===== config.mk =====
export PLATFORM = sky130hd
export DESIGN_NAME = wall_type_classifier_core_flat
export DESIGN_NICKNAME = d
export VERILOG_FILES = /design/src/rtl/wtc_pkg.sv /design/src/rtl/wtc_if.sv /design/src/rtl/wtc_side.sv /design/src/rtl/wtc_merge.sv /design/src/rtl/wall_type_classifier_core.sv /design/src/flat_wrapper.sv
export SDC_FILE = /design/constraint.sdc
export NUM_CORES = 1
export LEC_CHECK = 0
export BUFFER_PORTS_ARGS = -buffer_cell sky130_fd_sc_hd__clkbuf_2
export CORE_MARGIN = 2
export CORE_UTILIZATION = 55
export CTS_CLUSTER_SIZE = 20
export DETAILED_ROUTE_END_ITERATION = 7
export PLACE_DENSITY = 0.8
export SLEW_MARGIN = 20
export SYNTH_ARGS = -nofsm -noshare
export SYNTH_HDL_FRONTEND = slang
export SYNTH_SLANG_ARGS = --single-unit
export TNS_END_PERCENT = 50

===== constraint.sdc =====
create_clock -name clk -period 9.4 [get_ports clk]
set_input_delay 0 -clock clk [delete_from_list [all_inputs] [get_ports clk]]
set_output_delay 0 -clock clk [all_outputs]
set_load 0.01 [all_outputs]

===== src/rtl/wtc_pkg.sv =====
// Shared types and constants of the wall type classifier.
`default_nettype none
package wtc_pkg;

    // Configuration register widths and port format
    localparam int THR_BITS      = 10;
    localparam int WLEN_CFG_BITS = 16;
    localparam int CFG_DATA_BITS = 16;
    localparam int CFG_IDX_BITS  = 2;
    localparam int GSTATE_BITS   = 4;
    localparam int CLS_BITS      = 2;

    localparam logic [THR_BITS-1:0]      WALL_THRESHOLD_RST  = THR_BITS'(144);
    localparam logic [WLEN_CFG_BITS-1:0] MIN_WALL_LENGTH_RST = WLEN_CFG_BITS'(320);
    localparam logic [THR_BITS-1:0]      SPREAD_LIMIT_RST    = THR_BITS'(32);
    localparam logic [THR_BITS-1:0]      ROUND_THRESHOLD_RST = THR_BITS'(176);

    // Side minimum reset value before masking to the distance width
    localparam int SIDE_MIN_RST = 320;

    typedef enum logic [CFG_IDX_BITS-1:0] {
        REG_WALL_THRESHOLD  = 2'd0,
        REG_MIN_WALL_LENGTH = 2'd1,
        REG_SPREAD_LIMIT    = 2'd2,
        REG_ROUND_THRESHOLD = 2'd3
    } cfg_reg_t;

    typedef enum logic [CLS_BITS-1:0] {
        CLS_NONE   = 2'd0,
        CLS_MEAS   = 2'd1,
        CLS_SMOOTH = 2'd2,
        CLS_RIBBED = 2'd3
    } cls_t;

    typedef enum logic [GSTATE_BITS-1:0] {
        G_NONE     = 4'd0,
        G_SMOOTH_L = 4'd1,
        G_SMOOTH_R = 4'd2,
        G_RIBBED_L = 4'd3,
        G_RIBBED_R = 4'd4,
        G_GATE     = 4'd5,
        G_ERROR    = 4'd6,
        G_ROUND_R  = 4'd7,
        G_ROUND_L  = 4'd8
    } gstate_t;

    // What a side lane hands to the merge stage
    typedef struct packed {
        cls_t cls;
        logic near_round;
    } side_stat_t;

    typedef struct packed {
        gstate_t global_state;
        cls_t    right_side_state;
        cls_t    left_side_state;
        logic    state_changed;
    } result_t;

endpackage
`default_nettype wire


===== src/rtl/wtc_if.sv =====
// Handshake channels of the wall type classifier: sample input and result output.
`default_nettype none
interface wtc_in_if #(
    parameter int DIST_BITS = 10,
    parameter int POS_BITS  = 32
);
    logic                       valid;
    logic                       ready;
    logic                       command;
    logic [DIST_BITS-1:0]       right_distance;
    logic [DIST_BITS-1:0]       left_distance;
    logic signed [POS_BITS-1:0] odometer_position;
    logic                       dashed_line;
    logic [3:0]                 forced_state;

    modport source (
        output valid, command, right_distance, left_distance,
               odometer_position, dashed_line, forced_state,
        input  ready
    );
    modport sink (
        input  valid, command, right_distance, left_distance,
               odometer_position, dashed_line, forced_state,
        output ready
    );
endinterface

interface wtc_out_if;
    logic       valid;
    logic       ready;
    logic [3:0] global_state;
    logic [1:0] right_side_state;
    logic [1:0] left_side_state;
    logic       state_changed;

    modport source (
        output valid, global_state, right_side_state, left_side_state, state_changed,
        input  ready
    );
    modport sink (
        input  valid, global_state, right_side_state, left_side_state, state_changed,
        output ready
    );
endinterface
`default_nettype wire


===== src/rtl/wtc_side.sv =====
// One side lane: wall detection, min/max tracking, length and classification.
`default_nettype none
module wtc_side #(
    parameter int DIST_BITS = 10,
    parameter int POS_BITS  = 32,
    parameter int LEN_BITS  = 24
) (
    input  wire logic                                clk,
    input  wire logic                                rst_n,
    input  wire logic                                en,
    input  wire logic [DIST_BITS-1:0]                distance,
    input  wire logic [POS_BITS-1:0]                 position,
    input  wire logic [wtc_pkg::THR_BITS-1:0]        wall_threshold,
    input  wire logic [wtc_pkg::WLEN_CFG_BITS-1:0]   min_wall_length,
    input  wire logic [wtc_pkg::THR_BITS-1:0]        spread_limit,
    input  wire logic [wtc_pkg::THR_BITS-1:0]        roundabout_threshold,
    output wtc_pkg::side_stat_t                      stat
);
    import wtc_pkg::*;

    localparam int CMP_BITS = (DIST_BITS > THR_BITS) ? DIST_BITS : THR_BITS;
    localparam int SUM_BITS = ((LEN_BITS > POS_BITS) ? LEN_BITS : POS_BITS) + 1;
    localparam int LC_BITS  = (LEN_BITS > WLEN_CFG_BITS + 1) ? LEN_BITS : WLEN_CFG_BITS + 1;
    localparam logic signed [LEN_BITS-1:0] LEN_MAX = {1'b0, {(LEN_BITS-1){1'b1}}};
    localparam logic signed [LEN_BITS-1:0] LEN_MIN = {1'b1, {(LEN_BITS-1){1'b0}}};

    cls_t                       cls_reg, cls_next;
    logic [DIST_BITS-1:0]       min_reg, min_next;
    logic [DIST_BITS-1:0]       max_reg, max_next;
    logic [POS_BITS-1:0]        last_pos_reg, last_pos_next;
    logic signed [LEN_BITS-1:0] length_reg, length_next;

    logic [CMP_BITS-1:0]        d_ext;
    logic [CMP_BITS-1:0]        thr_ext;
    logic [CMP_BITS-1:0]        spread_ext;
    logic [CMP_BITS-1:0]        round_ext;
    logic [DIST_BITS-1:0]       min_upd;
    logic [DIST_BITS-1:0]       max_upd;
    logic [DIST_BITS-1:0]       spread;
    logic signed [POS_BITS-1:0] travel;
    logic signed [SUM_BITS-1:0] len_sum;
    logic signed [LEN_BITS-1:0] len_sat;
    logic signed [LC_BITS-1:0]  len_cmp;
    logic signed [LC_BITS-1:0]  wlen_cmp;

    assign d_ext      = CMP_BITS'(distance);
    assign thr_ext    = CMP_BITS'(wall_threshold);
    assign spread_ext = CMP_BITS'(spread_limit);
    assign round_ext  = CMP_BITS'(roundabout_threshold);

    assign min_upd  = (distance < min_reg) ? distance : min_reg;
    assign max_upd  = (distance > max_reg) ? distance : max_reg;
    assign spread   = max_upd - min_upd;

    // Travel per tick is the wrapped position difference read as signed
    assign travel   = signed'(position - last_pos_reg);
    assign len_sum  = SUM_BITS'(length_reg) + SUM_BITS'(travel);
    always_comb
    begin
        if (len_sum > SUM_BITS'(LEN_MAX))
            len_sat = LEN_MAX;
        else if (len_sum < SUM_BITS'(LEN_MIN))
            len_sat = LEN_MIN;
        else
            len_sat = len_sum[LEN_BITS-1:0];
    end
    assign len_cmp  = LC_BITS'(len_sat);
    assign wlen_cmp = signed'(LC_BITS'(min_wall_length));

    always_comb
    begin
        cls_next      = cls_reg;
        min_next      = min_reg;
        max_next      = max_reg;
        last_pos_next = last_pos_reg;
        length_next   = length_reg;
        if (en)
        begin
            if (d_ext > thr_ext)
                cls_next = CLS_NONE;
            else if (d_ext < thr_ext)
            begin
                case (cls_reg)
                    CLS_NONE:
                    begin
                        min_next      = distance;
                        max_next      = distance;
                        last_pos_next = position;
                        length_next   = '0;
                        cls_next      = CLS_MEAS;
                    end
                    CLS_MEAS:
                    begin
                        min_next      = min_upd;
                        max_next      = max_upd;
                        last_pos_next = position;
                        length_next   = len_sat;
                        if (len_cmp > wlen_cmp)
                            cls_next = (CMP_BITS'(spread) < spread_ext) ? CLS_SMOOTH
                                                                        : CLS_RIBBED;
                    end
                    default:
                    begin
                        // classified wall still near: hold
                    end
                endcase
            end
        end
    end

    assign stat.cls        = cls_next;
    assign stat.near_round = (d_ext < round_ext);

    always_ff @(posedge clk or negedge rst_n)
    begin
        if (!rst_n)
        begin
            cls_reg      <= CLS_NONE;
            min_reg      <= DIST_BITS'(SIDE_MIN_RST);
            max_reg      <= '0;
            last_pos_reg <= '0;
            length_reg   <= '0;
        end
        else
        begin
            cls_reg      <= cls_next;
            min_reg      <= min_next;
            max_reg      <= max_next;
            last_pos_reg <= last_pos_next;
            length_reg   <= length_next;
        end
    end

endmodule
`default_nettype wire


===== src/rtl/wtc_merge.sv =====
// Merge stage: combines the two side classes, the roundabout check and a forced state command into the global state.
`default_nettype none
module wtc_merge (
    input  wire logic                            clk,
    input  wire logic                            rst_n,
    input  wire logic                            en,
    input  wire logic                            command,
    input  wire logic [wtc_pkg::GSTATE_BITS-1:0] forced_state,
    input  wire logic                            dashed_line,
    input  wire wtc_pkg::side_stat_t             right_stat,
    input  wire wtc_pkg::side_stat_t             left_stat,
    output wtc_pkg::gstate_t                     global_state,
    output logic                                 state_changed
);
    import wtc_pkg::*;

    gstate_t overall_reg, overall_next;
    gstate_t comb_state;
    gstate_t g;

    always_comb
    begin
        g = overall_reg;
        case (right_stat.cls)
            CLS_NONE:
            begin
                if (left_stat.cls == CLS_NONE)
                    g = G_NONE;
                else if (left_stat.cls == CLS_SMOOTH && overall_reg != G_GATE)
                    g = G_SMOOTH_L;
                else if (left_stat.cls == CLS_RIBBED)
                    g = G_RIBBED_L;
            end
            CLS_SMOOTH:
            begin
                if (left_stat.cls == CLS_NONE && overall_reg != G_GATE)
                    g = G_SMOOTH_R;
                else if (left_stat.cls == CLS_SMOOTH)
                    g = G_GATE;
                else if (left_stat.cls == CLS_RIBBED)
                    g = G_ERROR;
            end
            CLS_RIBBED:
                g = (left_stat.cls == CLS_NONE) ? G_RIBBED_R : G_ERROR;
            default:
            begin
                // right side still measuring: hold
            end
        endcase

        // roundabout check, left wins when both are near
        if (dashed_line && g == G_NONE)
        begin
            if (right_stat.near_round)
                g = G_ROUND_R;
            if (left_stat.near_round)
                g = G_ROUND_L;
        end

        if (command)
            comb_state = (forced_state > G_ROUND_L) ? G_ERROR : gstate_t'(forced_state);
        else
            comb_state = g;
    end

    assign overall_next  = en ? comb_state : overall_reg;
    assign global_state  = comb_state;
    assign state_changed = (comb_state != overall_reg);

    always_ff @(posedge clk or negedge rst_n)
    begin
        if (!rst_n)
            overall_reg <= G_NONE;
        else
            overall_reg <= overall_next;
    end

endmodule
`default_nettype wire


===== src/rtl/wall_type_classifier_core.sv =====
// Top level of the wall type classifier: config registers, two side lanes, merge, output queue.
//
//  channel  direction  handshake      payload
//  sample   in         valid/ready    command, distances, odometer, dashed flag, forced state
//  result   out        valid/ready    global state, side states, change flag
//  cfg      in         cfg_we only    cfg_index, cfg_data
//
// One item per cycle while the queue has room: both side lanes and the merge work in
// the accept cycle, and the result is registered into a two-entry output queue that drives the result port.
// Input is stalled only when the queue holds two unread results.
// Reset initialises all side and global state, loads the register defaults, empties the queue.
`default_nettype none
module wall_type_classifier_core #(
    parameter int DIST_BITS = 10,
    parameter int POS_BITS  = 32,
    parameter int LEN_BITS  = 24
) (
    input  wire logic                               clk,
    input  wire logic                               rst_n,
    wtc_in_if.sink                                  sample,
    wtc_out_if.source                               result,
    input  wire logic                               cfg_we,
    input  wire logic [wtc_pkg::CFG_IDX_BITS-1:0]   cfg_index,
    input  wire logic [wtc_pkg::CFG_DATA_BITS-1:0]  cfg_data
);
    import wtc_pkg::*;

    logic [THR_BITS-1:0]      wall_threshold_reg;
    logic [WLEN_CFG_BITS-1:0] min_wall_length_reg;
    logic [THR_BITS-1:0]      spread_limit_reg;
    logic [THR_BITS-1:0]      round_threshold_reg;

    always_ff @(posedge clk or negedge rst_n)
    begin
        if (!rst_n)
        begin
            wall_threshold_reg  <= WALL_THRESHOLD_RST;
            min_wall_length_reg <= MIN_WALL_LENGTH_RST;
            spread_limit_reg    <= SPREAD_LIMIT_RST;
            round_threshold_reg <= ROUND_THRESHOLD_RST;
        end
        else if (cfg_we)
        begin
            unique case (cfg_reg_t'(cfg_index))
                REG_WALL_THRESHOLD:  wall_threshold_reg  <= cfg_data[THR_BITS-1:0];
                REG_MIN_WALL_LENGTH: min_wall_length_reg <= cfg_data[WLEN_CFG_BITS-1:0];
                REG_SPREAD_LIMIT:    spread_limit_reg    <= cfg_data[THR_BITS-1:0];
                REG_ROUND_THRESHOLD: round_threshold_reg <= cfg_data[THR_BITS-1:0];
                default:             ;
            endcase
        end
    end

    logic       push;
    logic       pop;
    logic       lane_en;
    logic [1:0] count_reg, count_next;
    logic       wr_ptr_reg;
    logic       rd_ptr_reg;
    result_t    q_reg [2];
    result_t    res;

    side_stat_t right_stat;
    side_stat_t left_stat;
    gstate_t    g_state;
    logic       g_changed;

    assign sample.ready = (count_reg != 2'd2);
    assign push         = sample.valid && sample.ready;
    assign pop          = result.valid && result.ready;
    assign lane_en      = push && !sample.command;

    wtc_side #(
        .DIST_BITS (DIST_BITS),
        .POS_BITS  (POS_BITS),
        .LEN_BITS  (LEN_BITS)
    ) u_right (
        .clk                  (clk),
        .rst_n                (rst_n),
        .en                   (lane_en),
        .distance             (sample.right_distance),
        .position             (sample.odometer_position),
        .wall_threshold       (wall_threshold_reg),
        .min_wall_length      (min_wall_length_reg),
        .spread_limit         (spread_limit_reg),
        .roundabout_threshold (round_threshold_reg),
        .stat                 (right_stat)
    );

    wtc_side #(
        .DIST_BITS (DIST_BITS),
        .POS_BITS  (POS_BITS),
        .LEN_BITS  (LEN_BITS)
    ) u_left (
        .clk                  (clk),
        .rst_n                (rst_n),
        .en                   (lane_en),
        .distance             (sample.left_distance),
        .position             (sample.odometer_position),
        .wall_threshold       (wall_threshold_reg),
        .min_wall_length      (min_wall_length_reg),
        .spread_limit         (spread_limit_reg),
        .roundabout_threshold (round_threshold_reg),
        .stat                 (left_stat)
    );

    wtc_merge u_merge (
        .clk           (clk),
        .rst_n         (rst_n),
        .en            (push),
        .command       (sample.command),
        .forced_state  (sample.forced_state),
        .dashed_line   (sample.dashed_line),
        .right_stat    (right_stat),
        .left_stat     (left_stat),
        .global_state  (g_state),
        .state_changed (g_changed)
    );

    assign res.global_state     = g_state;
    assign res.right_side_state = right_stat.cls;
    assign res.left_side_state  = left_stat.cls;
    assign res.state_changed    = g_changed;

    always_comb
    begin
        count_next = count_reg;
        if (push && !pop)
            count_next = count_reg + 2'd1;
        else if (pop && !push)
            count_next = count_reg - 2'd1;
    end

    always_ff @(posedge clk or negedge rst_n)
    begin
        if (!rst_n)
        begin
            count_reg  <= '0;
            wr_ptr_reg <= 1'b0;
            rd_ptr_reg <= 1'b0;
        end
        else
        begin
            count_reg <= count_next;
            if (push)
                wr_ptr_reg <= !wr_ptr_reg;
            if (pop)
                rd_ptr_reg <= !rd_ptr_reg;
        end
    end

    always_ff @(posedge clk)
    begin
        if (push)
            q_reg[wr_ptr_reg] <= res;
    end

    assign result.valid            = (count_reg != 2'd0);
    assign result.global_state     = q_reg[rd_ptr_reg].global_state;
    assign result.right_side_state = q_reg[rd_ptr_reg].right_side_state;
    assign result.left_side_state  = q_reg[rd_ptr_reg].left_side_state;
    assign result.state_changed    = q_reg[rd_ptr_reg].state_changed;

endmodule
`default_nettype wire


===== src/flat_wrapper.sv =====
// flat-port wrapper written by rule: the top's interface ports become plain ports
module wall_type_classifier_core_flat import wtc_pkg::*;
#(
    parameter int DIST_BITS = 10,
    parameter int POS_BITS  = 32,
    parameter int LEN_BITS  = 24
)
  (clk, rst_n, cfg_we, cfg_index, cfg_data, sample_valid, sample_command, sample_right_distance, sample_left_distance, sample_odometer_position, sample_dashed_line, sample_forced_state, sample_ready, result_valid, result_global_state, result_right_side_state, result_left_side_state, result_state_changed, result_ready);
  wtc_in_if #(.DIST_BITS(DIST_BITS), .POS_BITS(POS_BITS)) sample_i ();
  wtc_out_if result_i ();
  input  wire logic clk;
  input  wire logic rst_n;
  input  wire logic cfg_we;
  input  wire logic [wtc_pkg::CFG_IDX_BITS-1:0] cfg_index;
  input  wire logic [wtc_pkg::CFG_DATA_BITS-1:0] cfg_data;
  input wire logic [$bits(sample_i.valid)-1:0] sample_valid;
  input wire logic [$bits(sample_i.command)-1:0] sample_command;
  input wire logic [$bits(sample_i.right_distance)-1:0] sample_right_distance;
  input wire logic [$bits(sample_i.left_distance)-1:0] sample_left_distance;
  input wire logic [$bits(sample_i.odometer_position)-1:0] sample_odometer_position;
  input wire logic [$bits(sample_i.dashed_line)-1:0] sample_dashed_line;
  input wire logic [$bits(sample_i.forced_state)-1:0] sample_forced_state;
  output wire logic [$bits(sample_i.ready)-1:0] sample_ready;
  output wire logic [$bits(result_i.valid)-1:0] result_valid;
  output wire logic [$bits(result_i.global_state)-1:0] result_global_state;
  output wire logic [$bits(result_i.right_side_state)-1:0] result_right_side_state;
  output wire logic [$bits(result_i.left_side_state)-1:0] result_left_side_state;
  output wire logic [$bits(result_i.state_changed)-1:0] result_state_changed;
  input wire logic [$bits(result_i.ready)-1:0] result_ready;
  assign sample_i.valid = sample_valid;
  assign sample_i.command = sample_command;
  assign sample_i.right_distance = sample_right_distance;
  assign sample_i.left_distance = sample_left_distance;
  assign sample_i.odometer_position = sample_odometer_position;
  assign sample_i.dashed_line = sample_dashed_line;
  assign sample_i.forced_state = sample_forced_state;
  assign sample_ready = sample_i.ready;
  assign result_valid = result_i.valid;
  assign result_global_state = result_i.global_state;
  assign result_right_side_state = result_i.right_side_state;
  assign result_left_side_state = result_i.left_side_state;
  assign result_state_changed = result_i.state_changed;
  assign result_i.ready = result_ready;
  wall_type_classifier_core #(.DIST_BITS(DIST_BITS), .POS_BITS(POS_BITS), .LEN_BITS(LEN_BITS)) u_core (.clk(clk), .rst_n(rst_n), .sample(sample_i), .result(result_i), .cfg_we(cfg_we), .cfg_index(cfg_index), .cfg_data(cfg_data));
endmodule

==> metrics.txt, run 1 <==
outcome=finished, violations left; failing checks=hold timing, setup timing; per-cell routed wire length=18.1 um; synthesized instance count=2,269; worst skew pair latency=0.58 ns; vias in the first global route=19,300; Top FF cell, synth=dfrtp_1; first-pass GRT wire length=92,700 um; startpoint class of the critical path=flop; hold slack=-0.00544 ns; Worst-path clk slew=0.06 ns; gr usage total=31.1%; CTS Buf Count=29; full die area=37,100 um^2; Syn Nets=2,628; Synth Register Bits=228; Max Cap Viol=0; GRT Residual Overflow=0; CP peak stage delay=0.47 ns; largest net degree at the start of global routing=79; Critical-path top delay cell=or3b_4; CP max FO=6; Most common cell on crit path=buf_4; IO Count=92; vias per inst=5.86; Max clock buf depth=3; initial antenna violation count=1; # rows=69; syn_area_per_cell=8.62 um^2; layout cells sized above 1=23.9%; hpwl dp=39,800 um; H-tree levels=1; count of non-filler cells in the finished layout=3,165; most frequent cells in the layout=nand2_1, ha_1, buf_4; Root Buffer=clkbuf_16; Buffers & Inverters on Critical Path=9; EDFF count, synth=18; Yosys cell types=86; post-route design area=25,000 um^2; dpl cells=2,966; Reg2Reg Launch Point=u_core.u_right.last_pos_reg[0]; detailed-route via count=18,600; Final Critical Period=9.60 ns; commonest non-fill, non-tap cell in the layout=nand2_1; routability cong.=0.944; Worst R2R Path Depth=51; Port Buffers=91; starting density of the core=55.4%; fin nets=3,040; WP data required=9.71 ns; Final ANT Viol Nets=0; slew of the pin with the lowest slew margin=1.06 ns; CP delay by family, top=compound AO/OA/AOI/OAI gates; R2R setup slack=-0.20 ns; Util after Layout=70.7%; critical path type=reg -> reg; CP Capture Type=flop; Crit path arrival time=9.91 ns; CP startpoint=u_core.u_right.last_pos_reg[0]; R2R Path End=u_core.q_reg[0][0]; Clock Skews=0.0191 ns; Worst Setup Slack, final=-0.204 ns; Max Clock Freq=104 MHz; initial drt markers=1,304; unrepaired setup endpoints after global routing=true; Die W=193 um; CTS tree=built; Final Hold Vio Count=4; Layout area overhead=27.7%; worst hold path class=in -> async; Syn. warnings=0; Seq/Total Area, Yosys=29.7%; Post-Route WL=57,300 um; ys async rst share=92.1%; Tcrit/Tclk final=102%; TritonCTS Sinks=228; residual DRC count=0; die height=193 um; Max Slew Vio Count=0; placed inst area=21,900 um^2; relative slew slack=29.1%; final setup violating endpoints=12; synthesized cell area=19,600 um^2; Pre-antenna DRT Iters=6; core area=35,300 um^2
[area by class of cell]
type	count	area [um^2]
Timing Repair Buffer	443	3350
Fill cell	2585	10300
Clock buffer	37	806
Clock inverter	16	166
Multi-Input combinational cell	1771	13500
Tap cell	461	577
Sequential cell	228	5810
Inverter	208	782
Antenna cell	1	2.50
[per-layer routing]
metal / GRT usage [%] / share of wire, % / up-vias
li1: - / - / 8890
met1: 37.6 / 41 / 8951
met2: 55.1 / 50 / 538
met3: 4.36 / 5.1 / 173
met4: 13.5 / 4.1 / 0
met5: 0 / 0 / -
[what timing repair did]
| action | in CTS | in global routing |
|---|---|---|
| pin swaps | 68 | 62 |
| gates cloned | 3 | 0 |
| hold endpoints to repair | 236 | 0 |
| buffers inserted | 39 | 13 |
| hold buffers | 90 | 0 |
| setup endpoints to repair | 14 | 14 |
| resized for setup | 99 | 69 |
[cells by family (layout without fill, tap and decap cells)]
logic type | Yosys count | count (layout) | synth area share (%)
flops | 228 | 228 | 29.7
mux | 77 | 77 | 4.41
xor+xnor | 132 | 132 | 5.95
fa+ha+maj | 278 | 278 | 18.0
other cells | 0 | 1 | 0
buf+inv | 273 | 704 | 5.25
compound gates | 684 | 686 | 22.0
simple gates | 597 | 598 | 14.6
[how the worst max path moves through the flow]
stage                                    end  slack, ns  depth (start not counted)
5_1_grt                   u_core.q_reg[0][0]      -0.62                         48
3_3_place_gp              u_core.q_reg[0][0]      -0.55                         48
4_1_cts        u_core.u_merge.overall_reg[0]      0.002                         51
6_report                  u_core.q_reg[0][0]      -0.20                         51
3_5_place_dp              u_core.q_reg[0][0]      -0.85                         48
2_1_floorplan             u_core.q_reg[0][0]     0.0003                         51
[stage by stage]
stage	setup TNS, ns	setup slack (ns)
after global placement	-5.66	-0.553
after detailed placement	-9.99	-0.854
after floorplan	0	0.000328
after CTS	0	0.00152
final	-0.992	-0.204
after global routing	-6.76	-0.623
[cells in the mapped netlist, types with 18 or more instances]
library cell,count,share of area [%]
inv_1,206,4.0
nor3_1,23,0.59
dfrtp_1,198,25
a31oi_1,18,0.58
nand2b_1,34,1.1
a22o_1,18,0.81
nor2b_1,32,1.0
a21o_1,81,3.1
nand4_1,22,0.70
nand2_1,270,5.2
nand3_1,41,1.0
xnor2_1,86,3.9
mux2_2,73,4.2
xor2_1,45,2.0
o21bai_1,18,0.69
o21a_1,21,0.81
edfxtp_1,18,2.8
a21oi_1,186,4.8
o21ai_0,219,5.6
ha_1,272,17
clkbuf_1,58,1.1
nor2_1,92,1.8
Power of run 1 is not shown: default switching activity piles up to over one toggle a cycle in this logic, so the estimate is an artifact.
==> run 2: changes to the inputs <==
--- a/config.mk
+++ b/config.mk
@@ -9,6 +9,6 @@
 export CORE_MARGIN = 2
-export CORE_UTILIZATION = 55
+export CORE_UTILIZATION = 25
 export CTS_CLUSTER_SIZE = 20
 export DETAILED_ROUTE_END_ITERATION = 7
-export PLACE_DENSITY = 0.8
+export PLACE_DENSITY = 0.46
 export SLEW_MARGIN = 20
--- a/constraint.sdc
+++ b/constraint.sdc
@@ -3,2 +3,2 @@
 set_output_delay 0 -clock clk [all_outputs]
-set_load 0.01 [all_outputs]
+set_load 0.005 [all_outputs]
==> run 2 against run 1 <==
The flow finishes with violations (setup timing). Clock-buffer cell count rose by 1. Die area is 120% higher. Final cell count increased by 20%. Non-clock buffer count rose by 53. Critical path depth grew 1. First-iteration DRC count down 39%. Clock skew down 0.0046 ns. Hold slack gained 0.039 ns. Critical endpoint is now u_core.q_reg[1][0]. Largest cell class unchanged. Highest routed layer is now met5.
==> metrics.txt, run 2 (synthesis results as in run 1) <==
routability cong.=0.842; worst hold path class=in -> reg; Port Buffers=91; vias per inst=4.66; per-cell routed wire length=16.1 um; worst skew pair latency=0.59 ns; WP data required=9.72 ns; core area=77,500 um^2; H-tree levels=1; CP max FO=6; Critical-path top delay cell=dfrtp_1; Post-Route WL=61,000 um; initial antenna violation count=3; Root Buffer=clkbuf_16; CP Capture Type=flop; GRT Residual Overflow=0; Util after Layout=33.8%; Final Hold Vio Count=0; Max clock buf depth=3; dpl cells=3,603; # rows=102; CP peak stage delay=0.36 ns; failing checks=setup timing; Max Clock Freq=104 MHz; Layout area overhead=33.8%; slew of the pin with the lowest slew margin=1.06 ns; Pre-antenna DRT Iters=5; first-pass GRT wire length=98,900 um; residual DRC count=0; Max Slew Vio Count=0; full die area=80,500 um^2; largest net degree at the start of global routing=103; TritonCTS Sinks=228; Final ANT Viol Nets=0; die height=284 um; outcome=finished, violations left; CTS Buf Count=31; unrepaired setup endpoints after global routing=true; commonest non-fill, non-tap cell in the layout=buf_4; CP startpoint=u_core.u_left.last_pos_reg[0]; startpoint class of the critical path=flop; count of non-filler cells in the finished layout=3,801; layout cells sized above 1=25.3%; hold slack=0.0335 ns; Final Critical Period=9.59 ns; vias in the first global route=18,100; CTS tree=built; detailed-route via count=17,700; Clock Skews=0.0146 ns; hpwl dp=46,600 um; Max Cap Viol=0; Most common cell on crit path=a21oi_2; Reg2Reg Launch Point=u_core.u_left.last_pos_reg[0]; fin nets=3,094; initial drt markers=797; gr usage total=15.1%; relative slew slack=29.0%; most frequent cells in the layout=buf_4, nand2_1, ha_1; fill cell count=8,077; IO Count=92; Worst Setup Slack, final=-0.189 ns; Worst-path clk slew=0.06 ns; final setup violating endpoints=11; critical path type=reg -> reg; Die W=284 um; starting density of the core=25.2%; Crit path arrival time=9.91 ns; Hold Path Origin=sample_forced_state[2]; Tcrit/Tclk final=102%
==> run 2: cell count changes in the layout (fill, tap and decap cells not counted), sizes merged <==
cell         delta
clkbuf          +1
buf            +50
inv             +1
bufinv          +1
and2            -1
dlygate4sd3     +3
clkinv          -1
clkinvlp        +2
diode           +1
==> run 2: final cells by class <==
cell class / count / area, um^2 / area share (%)
timing repair buffer: 496 / 3770 / 14.4
sequential: 228 / 5810 / 22.2
inverter: 208 / 781 / 2.98
clock buffer: 38 / 852 / 3.26
clock inverter: 19 / 214 / 0.818
tap: 1040 / 1300 / 4.97
multi-input combinational: 1770 / 13400 / 51.3
antenna: 2 / 5.00 / 0.0191
==> run 2: per-layer routing <==
layer,wire [um],part of all wire (%),track usage (%)
met1,29800,49,20.6
met2,28500,47,25.9
met3,1790,2.9,1.66
met4,902,1.5,2.42
met5,13,0.021,0
==> run 2: metrics by stage <==
step                setup slack (ns)  instance area [um^2]  TNS [ns]
floorplan                   0.000328                 19600         0
global placement               -1.07                 23100    -12.68
detailed placement             -1.22                 23100    -14.80
CTS                           -0.187                 25800     -1.03
global route                  -0.755                 26200     -8.60
finish                        -0.189                 26200     -1.22
==> run 2: critical path, delay by kind of cell (launching register included) <==
family                     cells  cell delay (ns)
adders and majority gates      4             1.00
DFF                            1             0.36
and+or+nand+nor               11             1.59
muxes                          1             0.30
AOI/OAI and AO/OA             28             4.83
buffers and inverters          5             0.63
xor gates and xnor gates       3             0.58
==> run 2: worst paths after layout <==
path	cells past startpoint	slack, ns	end
worst max-delay path	52	-0.19	u_core.q_reg[1][0]
worst min-delay path	5	0.03	u_core.q_reg[1][7]
worst max register to register	52	-0.19	u_core.q_reg[1][0]
worst min register to register	2	0.49	u_core.u_left.length_reg[19]
max in group asynchronous	4	7.20	u_core.u_right.max_reg[8]
min in group asynchronous	2	0.07	u_core.u_right.last_pos_reg[4]
==> run 2: timing repair <==
| item | 4_1_cts | 5_1_grt |
|---|---|---|
| setup endpoints to repair | 18 | 14 |
| gates cloned | 2 | 0 |
| setup buffers | 27 | 17 |
| pin swaps | 71 | 46 |
| hold buffers | 93 | 0 |
| hold endpoints to repair | 259 | 0 |
| resized for setup | 121 | 37 |
Power of run 2 is left out for the same reason.
